--- src/design/psm_pkg.sv ---
// psm_pkg: shared types, constants and helpers for the power sum block
// no dependencies
package psm_pkg;

	localparam int MAX_POWER  = 32;
	localparam int W          = 31;
	localparam int BIN_ROWS   = MAX_POWER + 2;
	localparam int BIN_DEPTH  = (BIN_ROWS * (BIN_ROWS + 1)) / 2;
	localparam int BERN_DEPTH = MAX_POWER + 2;
	localparam int BIN_AW     = $clog2(BIN_DEPTH);
	localparam int BERN_AW    = $clog2(BERN_DEPTH);
	localparam int IDX_W      = 6;
	localparam logic [W-1:0] MOD_RESET = 31'd1000000007;
	localparam logic REG_MODULUS = 1'b0;

	typedef struct packed {
		logic         start;
		logic [W-1:0] a;
		logic [W-1:0] b;
		logic [W-1:0] m;
	} mm_req_t;

	typedef struct packed {
		logic         done;
		logic [W-1:0] prod;
	} mm_rsp_t;

	typedef enum logic [4:0] {
		S_BN_INIT, S_BN_ROW, S_BN_RA, S_BN_RB, S_BN_WR,
		S_IV_GO, S_IV_SQ, S_IV_SQW, S_IV_ML, S_IV_MLW,
		S_BE_SEL, S_BE_RD, S_BE_MUL, S_BE_MULW, S_BE_FIN, S_BE_FINW,
		S_IDLE, S_NR,
		S_TM_RD, S_TM_M1, S_TM_M1W, S_TM_M2, S_TM_M2W, S_TM_M3, S_TM_M3W,
		S_IV2_RD, S_FN, S_FNW, S_OUT
	} psm_state_t;

	function automatic logic [BIN_AW-1:0] row_base(input logic [IDX_W-1:0] r);
		logic [2*IDX_W:0] t;
		t = {{(IDX_W+1){1'b0}}, r} * ({{(IDX_W+1){1'b0}}, r} + (2*IDX_W+1)'(1));
		return t[BIN_AW:1];
	endfunction

	function automatic logic [W-1:0] addmod(input logic [W-1:0] a, input logic [W-1:0] b,
			input logic [W-1:0] m);
		logic [W:0] s;
		s = {1'b0, a} + {1'b0, b};
		if (s >= {1'b0, m})
			s = s - {1'b0, m};
		return s[W-1:0];
	endfunction

	function automatic logic [W-1:0] negmod(input logic [W-1:0] a, input logic [W-1:0] m);
		return (a == '0) ? '0 : m - a;
	endfunction

endpackage

--- src/design/psm_mulmod.sv ---
// psm_mulmod: bit-serial modular multiplier, one multiplier bit per cycle
// depends on psm_pkg
module psm_mulmod import psm_pkg::*; (
	input  logic    clk,
	input  logic    arst_n,
	input  mm_req_t req,
	output mm_rsp_t rsp
);

	logic         busy_q;
	logic         done_q;
	logic [4:0]   cnt_q;
	logic [W-1:0] acc_q;
	logic [W-1:0] a_q;
	logic [W-1:0] b_q;
	logic [W-1:0] m_q;
	logic [W:0]   dbl;
	logic [W:0]   dbl_r;
	logic [W:0]   add;
	logic [W:0]   add_r;

	always_comb begin
		dbl   = {acc_q, 1'b0};
		dbl_r = (dbl >= {1'b0, m_q}) ? dbl - {1'b0, m_q} : dbl;
		add   = dbl_r + (b_q[W-1] ? {1'b0, a_q} : '0);
		add_r = (add >= {1'b0, m_q}) ? add - {1'b0, m_q} : add;
	end

	always_ff @(posedge clk or negedge arst_n) begin
		if (!arst_n) begin
			busy_q <= 1'b0;
			done_q <= 1'b0;
			cnt_q  <= '0;
		end else begin
			done_q <= 1'b0;
			if (req.start) begin
				busy_q <= 1'b1;
				cnt_q  <= '0;
			end else if (busy_q) begin
				cnt_q <= cnt_q + 5'd1;
				if (cnt_q == 5'(W - 1)) begin
					busy_q <= 1'b0;
					done_q <= 1'b1;
				end
			end
		end
	end

	always_ff @(posedge clk) begin
		if (req.start) begin
			acc_q <= '0;
			a_q   <= req.a;
			b_q   <= req.b;
			m_q   <= req.m;
		end else if (busy_q) begin
			acc_q <= add_r[W-1:0];
			b_q   <= {b_q[W-2:0], 1'b0};
		end
	end

	assign rsp.done = done_q;
	assign rsp.prod = acc_q;

endmodule

--- config.mk ---
export PLATFORM = sky130hd
export DESIGN_NAME = psm_mulmod
export DESIGN_NICKNAME = d
export VERILOG_FILES = /design/src/design/psm_pkg.sv /design/src/design/psm_mulmod.sv
export SDC_FILE = /design/constraint.sdc
export NUM_CORES = 1
export LEC_CHECK = 0
export ABC_AREA = 1
export BUFFER_PORTS_ARGS = -buffer_cell sky130_fd_sc_hd__buf_2
export CAP_MARGIN = 10
export CORE_ASPECT_RATIO = 0.75
export CORE_UTILIZATION = 27
export DETAILED_ROUTE_END_ITERATION = 7
export GPL_ROUTABILITY_DRIVEN = 0
export HOLD_SLACK_MARGIN = 0.03
export PLACE_DENSITY = 0.51
export SLEW_MARGIN = 25
export SYNTH_ARGS = -nofsm -noshare
export SYNTH_HDL_FRONTEND = slang
export SYNTH_SLANG_ARGS = --single-unit
export TNS_END_PERCENT = 30
--- constraint.sdc ---
create_clock -name clk -period 7 [get_ports clk]
set_clock_uncertainty 0.1 [all_clocks]
set_input_delay 0.7 -clock clk [delete_from_list [all_inputs] [get_ports clk]]
set_output_delay 0.7 -clock clk [all_outputs]
set_load 0.01 [all_outputs]
==> results of run 1 <==
[registers in the layout, indices dropped and copies added, names as in the netlist]
signal	count
a_q	31
acc_q	31
b_q	31
busy_q	1
cnt_q	5
done_q	1
m_q	31
[final cells by class]
type | instances | area [um2]
clock buffer | 21 | 450.4
timing repair buffer | 144 | 830.8
sequential | 131 | 3588
fill | 4550 | 27730
inverter | 245 | 923.4
clock inverter | 11 | 127.6
tap | 561 | 701.9
multi-input combinational | 1251 | 6646
[layout by cell type, fill, tap and decap left out, types with 4 or more instances in the layout]
| master | n |
|---|---|
| sky130_fd_sc_hd__o21ai_0 | 56 |
| sky130_fd_sc_hd__xor2_1 | 33 |
| sky130_fd_sc_hd__buf_12 | 5 |
| sky130_fd_sc_hd__dfxtp_1 | 31 |
| sky130_fd_sc_hd__inv_1 | 242 |
| sky130_fd_sc_hd__o21bai_1 | 19 |
| sky130_fd_sc_hd__o21ai_1 | 4 |
| sky130_fd_sc_hd__a31oi_1 | 8 |
| sky130_fd_sc_hd__nor2_1 | 119 |
| sky130_fd_sc_hd__buf_2 | 126 |
| sky130_fd_sc_hd__edfxtp_1 | 93 |
| sky130_fd_sc_hd__a21o_1 | 11 |
| sky130_fd_sc_hd__nand3_1 | 85 |
| sky130_fd_sc_hd__a21oi_1 | 98 |
| sky130_fd_sc_hd__nand2_2 | 5 |
| sky130_fd_sc_hd__dfrtp_1 | 7 |
| sky130_fd_sc_hd__nor3_1 | 14 |
| sky130_fd_sc_hd__xnor2_1 | 29 |
| sky130_fd_sc_hd__nand2_1 | 583 |
| sky130_fd_sc_hd__clkbuf_16 | 17 |
| sky130_fd_sc_hd__or2_2 | 6 |
| sky130_fd_sc_hd__o21a_1 | 7 |
| sky130_fd_sc_hd__nand3b_1 | 10 |
| sky130_fd_sc_hd__ha_1 | 95 |
| sky130_fd_sc_hd__nand4_1 | 44 |
| sky130_fd_sc_hd__buf_4 | 12 |
[per-stage QoR]
step                      setup slack, ns  cell area, um2  std cells  utilization [%]
after global routing              0.02870           13270       2364            32.36
after CTS                          0.1787           13150       2359            32.07
final                              0.4908           13270       2364            32.36
after floorplan                     1.937           11290       1661                -
after detailed placement           0.2574           12560       2326            30.63
after global placement             0.2840           12560       2326            30.63
[critical path, delay by kind of cell (launching register included)]
family | cells | cell delay, ns
AOI/OAI and AO/OA | 4 | 0.70
adders and majority gates | 3 | 1.09
DFF | 1 | 0.33
and+or+nand+nor | 22 | 2.90
xor gates and xnor gates | 2 | 0.51
buffers and inverters | 6 | 0.77
[layer usage]
| metal | up-vias | track usage (%) | part of all wire (%) |
|---|---|---|---|
| met5 | - | 0 | 0 |
| li1 | 5654 | - | - |
| met2 | 467 | 26.53 | 38 |
| met4 | 0 | 4.621 | 1.4 |
| met1 | 5334 | 30.64 | 51 |
| met3 | 47 | 5.574 | 10 |
[cell families (layout without fill, tap and decap cells)]
group | after synthesis | count (layout) | share of synthesized area, %
fa+ha+maj | 98 | 98 | 11.06
buf+inv | 280 | 421 | 9.683
compound gates | 213 | 213 | 10.60
flops | 131 | 131 | 31.77
xor+xnor | 62 | 62 | 4.808
simple gates | 877 | 878 | 32.07
[timing repair]
| action | in CTS | in global routing |
|---|---|---|
| hold buffers | 1 | 0 |
| setup endpoints to repair | 0 | 31 |
| resized for setup | 0 | 11 |
| buffers inserted | 0 | 4 |
| endpoints found under the hold margin | 7 | 0 |
[final timing paths]
check | end | slack, ns | cells past startpoint | from
setup reg to reg | acc_q[22] | 0.49 | 37 | m_q[14]
hold / removal | m_q[30] | 0.31 | 1 | req[30]
max in group asynchronous | busy_q | 6.12 | 2 | arst_n
min in group asynchronous | cnt_q[4] | 0.52 | 2 | arst_n
hold reg to reg | acc_q[21] | 0.39 | 2 | acc_q[21]
setup / recovery | acc_q[22] | 0.49 | 37 | m_q[14]
==> results.py, run 1 <==
metrics = {
    "timing": {
        "report.final.hold_viol_count": 0,
        "slew-limit-headroom_pct": 24.08,
        "timing.final.max_slew_violations": 0,
        "hold_slack_ns": 0.3110,
        "rsz0062_at_grt": "no",
        "layout_worst_path_cycle_share_pct": 92.99,
        "final.setup.tns_ns": 0,
        "achievable-frequency_mhz": 153.6,
        "setup-violations-final": 0,
        "layout_min_cycle_time_ns": 6.509,
        "transition_time_at_the_pin_with_the_least_slew_margin_ns": 1.128,
    },
    "worst_setup_path": {
        "arrival_ns": 6.76,
        "timing.critical_path.slowest_cell_delay_ns": 0.37,
        "critical_path_peak_fanout": 15,
        "worst_setup_path_start_kind": "flip-flop",
        "critical_path.slowest_cell": "sky130_fd_sc_hd__ha_1",
        "crit_path_end_kind": "flip-flop",
        "crit_type": "flip-flop to flip-flop",
        "worst_ep_required_time_ns": 7.26,
        "critical_path.most_common_cell": "sky130_fd_sc_hd__nand2_1",
    },
    "route": {
        "drt-total-wl_um": 42190,
        "detail_route.vias_per_cell": 4.865,
        "detail_route.wl_per_cell_um": 17.84,
        "vias": 11500,
        "post-route-drc-count": 0,
        "drt_pre_antenna_iters": 7,
        "drt_first_iter_violations": 1161,
        "antenna_violation_net_count_after_detailed_routing": 0,
    },
    "die": {
        "placeableCoreArea_um2": 41000,
        "initial_utilization_pct": 27.55,
        "die_area_um2": 42660,
        "num_io_pins": 128,
        "placement_rows": 64,
        "floorplan.die.height_um": 179.1,
        "chipWidth_um": 238.2,
    },
    "synthesis": {
        "synth_cell_types": 42,
        "post-synth-top-area-fraction_pct": 24.73,
        "ys.warnings.count": 0,
        "number_of_flip_flops_and_latches_in_the_synthesized_netlist": 131,
        "synth.largest_area_cell": "sky130_fd_sc_hd__edfxtp_1",
        "synth_common_cells": "584 x sky130_fd_sc_hd__nand2_1, 242 x sky130_fd_sc_hd__inv_1, 121 x sky130_fd_sc_hd__nor2_1, 98 x sky130_fd_sc_hd__a21oi_1, 95 x sky130_fd_sc_hd__ha_1",
        "syn-cell-area_um2": 11290,
        "synth_flop_cell": "sky130_fd_sc_hd__edfxtp_1",
        "yosysSeqAreaShare_pct": 31.77,
        "postSynthAreaPerCell_um2": 6.799,
        "netlist_top_cells_area": "sky130_fd_sc_hd__edfxtp_1 25%, sky130_fd_sc_hd__nand2_1 19%, sky130_fd_sc_hd__ha_1 11%, sky130_fd_sc_hd__inv_1 8.0%, sky130_fd_sc_hd__dfxtp_1 5.5%",
        "synth_async_sr_flop_share_pct": 5.344,
        "top_count_cell_post_synth": "sky130_fd_sc_hd__nand2_1",
        "synth_cells": 1661,
        "synth_nets": 1855,
        "synth_edf_count": 93,
    },
    "cts": {
        "clkSlewWorstSetupHoldPaths_ns": 0.07,
        "ctsHtreeMaxLevel": 4,
        "clock_tree.buffer_depth": 2,
        "cts_root_buf": "sky130_fd_sc_hd__clkbuf_16",
        "worst_skew_pair.late_latency_ns": 0.46,
        "clock_sink_count": 131,
        "cts_inserted_buffers": 17,
        "clock_tree_from_tritoncts": "yes",
    },
    "placed_design": {
        "hpwlAfterDp_um": 33410,
        "port_buffers": 127,
    },
    "run": {
        "cap_violations": 0,
    },
    "final_layout": {
        "drive_gt1_share_pct": 10.59,
        "finish.net_count": 1984,
        "antenna-diode-count": 0,
        "areaGrowthSynthToFinish_pct": 17.49,
    },
    "status": {
        "outcome": "finished clean",
    },
    "grt": {
        "vias_in_the_first_global_route": 10640,
        "grt-ovfl-total": 0,
        "global_route_wire_length_before_repair_um": 63230,
        "largest_net_degree_at_the_start_of_global_routing": 52,
        "initial_antenna_violation_count": 0,
        "track_usage_pct": 19.92,
    },
    "min_path": {
        "min_path_type": "input pin to flip-flop",
    },
}
Power of run 1 is not shown: default switching activity piles up to over one toggle a cycle in this logic, so the estimate is an artifact.
==> run 2, diff against run 1 <==
--- a/config.mk
+++ b/config.mk
@@ -9,11 +9,11 @@
 export BUFFER_PORTS_ARGS = -buffer_cell sky130_fd_sc_hd__buf_2
 export CAP_MARGIN = 10
 export CORE_ASPECT_RATIO = 0.75
-export CORE_UTILIZATION = 27
+export CORE_UTILIZATION = 30
 export DETAILED_ROUTE_END_ITERATION = 7
 export GPL_ROUTABILITY_DRIVEN = 0
 export HOLD_SLACK_MARGIN = 0.03
-export PLACE_DENSITY = 0.51
+export PLACE_DENSITY = 0.55
 export SLEW_MARGIN = 25
 export SYNTH_ARGS = -nofsm -noshare
 export SYNTH_HDL_FRONTEND = slang
==> run 2 against run 1 <==
Net effect: routed wire length is 0.61% higher; global-route usage is 2.0 points higher; critical path depth is 7 lower; worst setup slack worse by 0.11 ns; final area is 0.53% lower; final cell count is 2.5% lower; utilization is 3.2 points higher; sequential share of layout area is 0.14 points higher; non-clock buffer count is 4 lower; count of clock-buffer cells in the layout is 4 lower; fmax is 1.7% lower; largest cell class unchanged.
==> results.py, run 2 (synthesis results as in run 1) <==
metrics = {
    "status": {
        "outcome": "finished clean",
    },
    "route": {
        "detail_route.wl_per_cell_um": 18.41,
        "drt-total-wl_um": 42440,
        "antenna_violation_net_count_after_detailed_routing": 0,
        "vias": 11570,
        "post-route-drc-count": 0,
        "drt_pre_antenna_iters": 8,
        "drt_first_iter_violations": 1357,
        "detail_route.vias_per_cell": 5.019,
    },
    "cts": {
        "clock_tree_from_tritoncts": "yes",
        "worst_skew_pair.late_latency_ns": 0.46,
        "clock_tree.buffer_depth": 2,
        "clock_sink_count": 131,
        "cts_inserted_buffers": 17,
        "ctsHtreeMaxLevel": 4,
        "cts_root_buf": "sky130_fd_sc_hd__clkbuf_16",
        "clkSlewWorstSetupHoldPaths_ns": 0.07,
    },
    "min_path": {
        "min_delay_path_depth": 1,
        "min_path_type": "input pin to flip-flop",
        "terminating_pin_of_the_worst_hold_path": "m_q[30]",
        "hold_wc_startpoint": "req[30]",
    },
    "die": {
        "chipWidth_um": 226.0,
        "placeableCoreArea_um2": 37090,
        "floorplan.die.height_um": 170.0,
        "die_area_um2": 38430,
        "initial_utilization_pct": 30.45,
        "num_io_pins": 128,
        "placement_rows": 61,
    },
    "timing": {
        "final_setup_margin_ns": 0.3764,
        "final.setup.tns_ns": 0,
        "setup-violations-final": 0,
        "timing.final.max_slew_violations": 0,
        "rsz0062_at_grt": "no",
        "layout_min_cycle_time_ns": 6.624,
        "transition_time_at_the_pin_with_the_least_slew_margin_ns": 1.105,
        "achievable-frequency_mhz": 151.0,
        "slew-limit-headroom_pct": 25.66,
        "report.final.hold_viol_count": 0,
        "layout_worst_path_cycle_share_pct": 94.62,
    },
    "worst_setup_path": {
        "worst_ep_required_time_ns": 7.30,
        "timing.critical_path.slowest_cell_delay_ns": 0.44,
        "reg2reg_from": "m_q[11]",
        "r2r_end": "acc_q[29]",
        "cell_class_contributing_the_biggest_share_of_worst_path_delay": "compound AO/OA/AOI/OAI gates",
        "worst_setup_path_start_kind": "flip-flop",
        "arrival_ns": 6.92,
        "r2r_cells": 30,
        "rrSetupSlack_ns": 0.38,
        "critical_path_peak_fanout": 32,
        "crit_path_end_kind": "flip-flop",
        "crit_type": "flip-flop to flip-flop",
        "critical_path.slowest_cell": "sky130_fd_sc_hd__a21oi_1",
        "critical_path.n_buffers_inverters": 6,
    },
    "placed_design": {
        "pre_cts_ws_ns": 0.2711,
        "port_buffers": 127,
        "hpwlAfterDp_um": 32970,
    },
    "final_layout": {
        "antenna-diode-count": 0,
        "drive_gt1_share_pct": 10.99,
        "mostFrequentLayoutCell": "sky130_fd_sc_hd__nand2_1",
        "num-fill-cells": 4047,
        "areaGrowthSynthToFinish_pct": 16.87,
        "most-common-layout-cells": "582 x sky130_fd_sc_hd__nand2_1, 241 x sky130_fd_sc_hd__inv_1, 126 x sky130_fd_sc_hd__buf_2",
        "finish.net_count": 1982,
    },
    "grt": {
        "grt-ovfl-total": 0,
        "initial_antenna_violation_count": 0,
        "track_usage_pct": 21.91,
        "global_route_wire_length_before_repair_um": 63090,
        "largest_net_degree_at_the_start_of_global_routing": 73,
        "grt_util_met1_pct": 33.64,
        "vias_in_the_first_global_route": 10630,
        "use_met3_pct": 6.958,
        "top_usage_layer": "met1",
        "gr-usage-met2_pct": 28.98,
    },
    "run": {
        "cap_violations": 0,
    },
}
run 2: cell types whose count changed in the layout (fill, tap and decap cells not counted), moves of 3 or more:
cell / before / now
sky130_fd_sc_hd__clkbuf_1: 3 / 0
sky130_fd_sc_hd__buf_4: 12 / 9
sky130_fd_sc_hd__inv_8: 0 / 4
sky130_fd_sc_hd__clkinvlp_4: 3 / 0
sky130_fd_sc_hd__nor2_2: 1 / 4
sky130_fd_sc_hd__buf_12: 5 / 1
sky130_fd_sc_hd__clkinv_4: 3 / 0
sky130_fd_sc_hd__nor2_1: 119 / 116
sky130_fd_sc_hd__inv_6: 2 / 8
run 2: cell type report:
class                           instances  area (um2)  share of cell area [%]
Multi-Input combinational cell       1253        6706                   50.81
Clock inverter                         15       152.6                   1.157
Inverter                              245       919.6                   6.967
Timing Repair Buffer                  140       775.7                   5.877
Tap cell                              504       630.6                   4.778
Sequential cell                       131        3588                   27.19
Clock buffer                           17       425.4                   3.223
run 2: per-layer routing:
layer | share of wire [%] | wire, um
met1 | 49 | 20600
met2 | 38 | 16110
met3 | 12 | 5225
met4 | 1.2 | 504
met5 | 0 | 0
run 2: worst max path at each step:
stage	start	endpoint	slack, ns	cells after the start
floorplan	acc_q[6]	acc_q[13]	1.94	42
global placement	m_q[0]	acc_q[18]	0.26	37
detailed placement	m_q[14]	acc_q[18]	0.27	37
CTS	m_q[15]	acc_q[18]	0.24	37
global route	m_q[0]	acc_q[12]	0.08	40
finish	m_q[11]	acc_q[29]	0.38	30
run 2: what timing repair did:
item                       CTS  global route
buffers inserted             0             0
setup endpoints to repair    0            31
resized for setup            0            22
hold endpoints to repair     7             0
hold buffers                 1             0
run 2: stage by stage:
| stage | instances | utilization [%] | instance area (um2) | hold WS (ns) |
|---|---|---|---|---|
| floorplan | 1661 | - | 11290 | 0.3044 |
| global route | 2305 | 35.58 | 13200 | 0.2904 |
| finish | 2305 | 35.58 | 13200 | 0.3163 |
| detailed placement | 2268 | 33.65 | 12480 | 0.3733 |
| CTS | 2301 | 35.23 | 13070 | 0.2879 |
| global placement | 2268 | 33.65 | 12480 | 0.3615 |
Power of run 2 is left out for the same reason.
==> run 3, diff against run 2 <==
--- a/config.mk
+++ b/config.mk
@@ -13,7 +13,7 @@
 export DETAILED_ROUTE_END_ITERATION = 7
 export GPL_ROUTABILITY_DRIVEN = 0
 export HOLD_SLACK_MARGIN = 0.03
-export PLACE_DENSITY = 0.55
+export PLACE_DENSITY = 0.47
 export SLEW_MARGIN = 25
 export SYNTH_ARGS = -nofsm -noshare
 export SYNTH_HDL_FRONTEND = slang
==> run 3 against run 2 <==
Net effect: non-clock buffer count is 10 higher; flip-flop and latch count stayed put; final cell count grew 0.39%; die area is the same; worst setup slack improved by 0.13 ns.
==> results.py, run 3 (synthesis results as in run 1) <==
metrics = {
    "die": {
        "chipWidth_um": 226.0,
        "die_area_um2": 38430,
        "floorplan.die.height_um": 170.0,
        "placement_rows": 61,
        "num_io_pins": 128,
        "initial_utilization_pct": 30.45,
        "placeableCoreArea_um2": 37090,
    },
    "worst_setup_path": {
        "critical_path.slowest_cell": "sky130_fd_sc_hd__nor2_1",
        "worst_ep_required_time_ns": 7.23,
        "arrival_ns": 6.72,
        "crit_path_end_kind": "flip-flop",
        "critical_path.most_common_cell": "sky130_fd_sc_hd__nand2_1",
        "reg2reg_from": "m_q[0]",
        "timing.critical_path.slowest_cell_delay_ns": 0.45,
        "crit_path_start": "m_q[0]",
        "critical_path_peak_fanout": 14,
        "crit_type": "flip-flop to flip-flop",
        "worst_setup_path_start_kind": "flip-flop",
    },
    "route": {
        "detail_route.wl_per_cell_um": 18.47,
        "drt_pre_antenna_iters": 7,
        "vias": 11450,
        "drt_first_iter_violations": 1168,
        "drt-total-wl_um": 42750,
        "antenna_violation_net_count_after_detailed_routing": 0,
        "detail_route.vias_per_cell": 4.946,
        "post-route-drc-count": 0,
    },
    "grt": {
        "track_usage_pct": 22.46,
        "top_usage_layer": "met1",
        "largest_net_degree_at_the_start_of_global_routing": 64,
        "initial_antenna_violation_count": 1,
        "global_route_wire_length_before_repair_um": 63760,
        "gr-usage-met2_pct": 29.08,
        "grt_util_met1_pct": 35.19,
        "grt-ovfl-total": 0,
        "use_met3_pct": 7.096,
        "vias_in_the_first_global_route": 10670,
    },
    "timing": {
        "timing.final.max_slew_violations": 0,
        "final.setup.tns_ns": 0,
        "hold_slack_ns": 0.3154,
        "layout_min_cycle_time_ns": 6.489,
        "achievable-frequency_mhz": 154.1,
        "report.final.hold_viol_count": 0,
        "transition_time_at_the_pin_with_the_least_slew_margin_ns": 1.007,
        "slew-limit-headroom_pct": 32.72,
        "layout_worst_path_cycle_share_pct": 92.70,
        "rsz0062_at_grt": "no",
        "setup-violations-final": 0,
    },
    "cts": {
        "clock_sink_count": 131,
        "ctsHtreeMaxLevel": 4,
        "cts_inserted_buffers": 17,
        "worst_skew_pair.late_latency_ns": 0.46,
        "clock_tree.buffer_depth": 2,
        "clock_tree_from_tritoncts": "yes",
        "clkSlewWorstSetupHoldPaths_ns": 0.07,
        "cts_root_buf": "sky130_fd_sc_hd__clkbuf_16",
    },
    "final_layout": {
        "num-fill-cells": 4086,
        "drive_gt1_share_pct": 11.17,
        "most-common-layout-cells": "582 x sky130_fd_sc_hd__nand2_1, 242 x sky130_fd_sc_hd__inv_1, 126 x sky130_fd_sc_hd__buf_2",
        "finish.net_count": 1990,
        "layout.core_utilization_pct": 35.74,
        "areaGrowthSynthToFinish_pct": 17.39,
        "mostFrequentLayoutCell": "sky130_fd_sc_hd__nand2_1",
    },
    "placed_design": {
        "hpwlAfterDp_um": 34230,
        "port_buffers": 127,
    },
    "status": {
        "outcome": "finished clean",
    },
    "min_path": {
        "min_path_type": "input pin to flip-flop",
        "hold_wc_startpoint": "req[84]",
    },
    "run": {
        "cap_violations": 0,
    },
}
==> run 3: changes by cell type in the layout (fill, tap and decap cells not counted), sizes merged <==
cell / change
buf: +11
bufinv: +2
clkbuf: -1
clkinv: +2
clkinvlp: +1
diode: +1
inv: -5
nand3: -2
==> run 3: area by class of cell <==
type / count / area (um2) / share of cell area [%]
antenna: 1 / 2.502 / 0.01888
clock buffer: 17 / 425.4 / 3.209
clock inverter: 15 / 170.2 / 1.284
inverter: 245 / 919.6 / 6.937
multi-input combinational: 1251 / 6658 / 50.22
sequential: 131 / 3588 / 27.07
tap: 504 / 630.6 / 4.757
timing repair buffer: 150 / 863.3 / 6.512
==> run 3: final timing paths <==
| kind | end | slack, ns | depth (start not counted) |
|---|---|---|---|
| hold / removal | a_q[22] | 0.32 | 1 |
| max in group asynchronous | cnt_q[1] | 6.10 | 2 |
| hold reg to reg | cnt_q[4] | 0.39 | 1 |
| setup / recovery | acc_q[11] | 0.51 | 39 |
| min in group asynchronous | cnt_q[4] | 0.52 | 2 |
| setup reg to reg | acc_q[11] | 0.51 | 39 |
==> run 3: repair_timing <==
action | in CTS | in global routing
endpoints found under the setup margin | 0 | 31
buffers inserted | 0 | 5
hold buffers | 1 | 0
resized for setup | 0 | 11
endpoints found under the hold margin | 7 | 0
==> run 3: through the flow <==
step	area, um2	worst slack, ns	cells
floorplan	11290	1.937	1661
global placement	12530	0.2929	2274
detailed placement	12530	0.3754	2274
CTS	13130	0.3402	2307
global route	13260	0.001984	2313
finish	13260	0.5109	2314
==> run 3: per-layer routing <==
metal	share of wire [%]	vias up
met5	0	-
li1	-	5666
met3	11	18
met4	0.77	0
met1	51	5300
met2	37	462
==> run 3: critical path, delay by kind of cell (launching register included) <==
family	cells	cell delay, ns
fa+ha+maj	3	1.25
flops	1	0.39
xor+xnor	1	0.14
simple gates	25	2.93
compound gates	5	0.95
buf+inv	5	0.58
Power of run 3 is left out for the same reason.
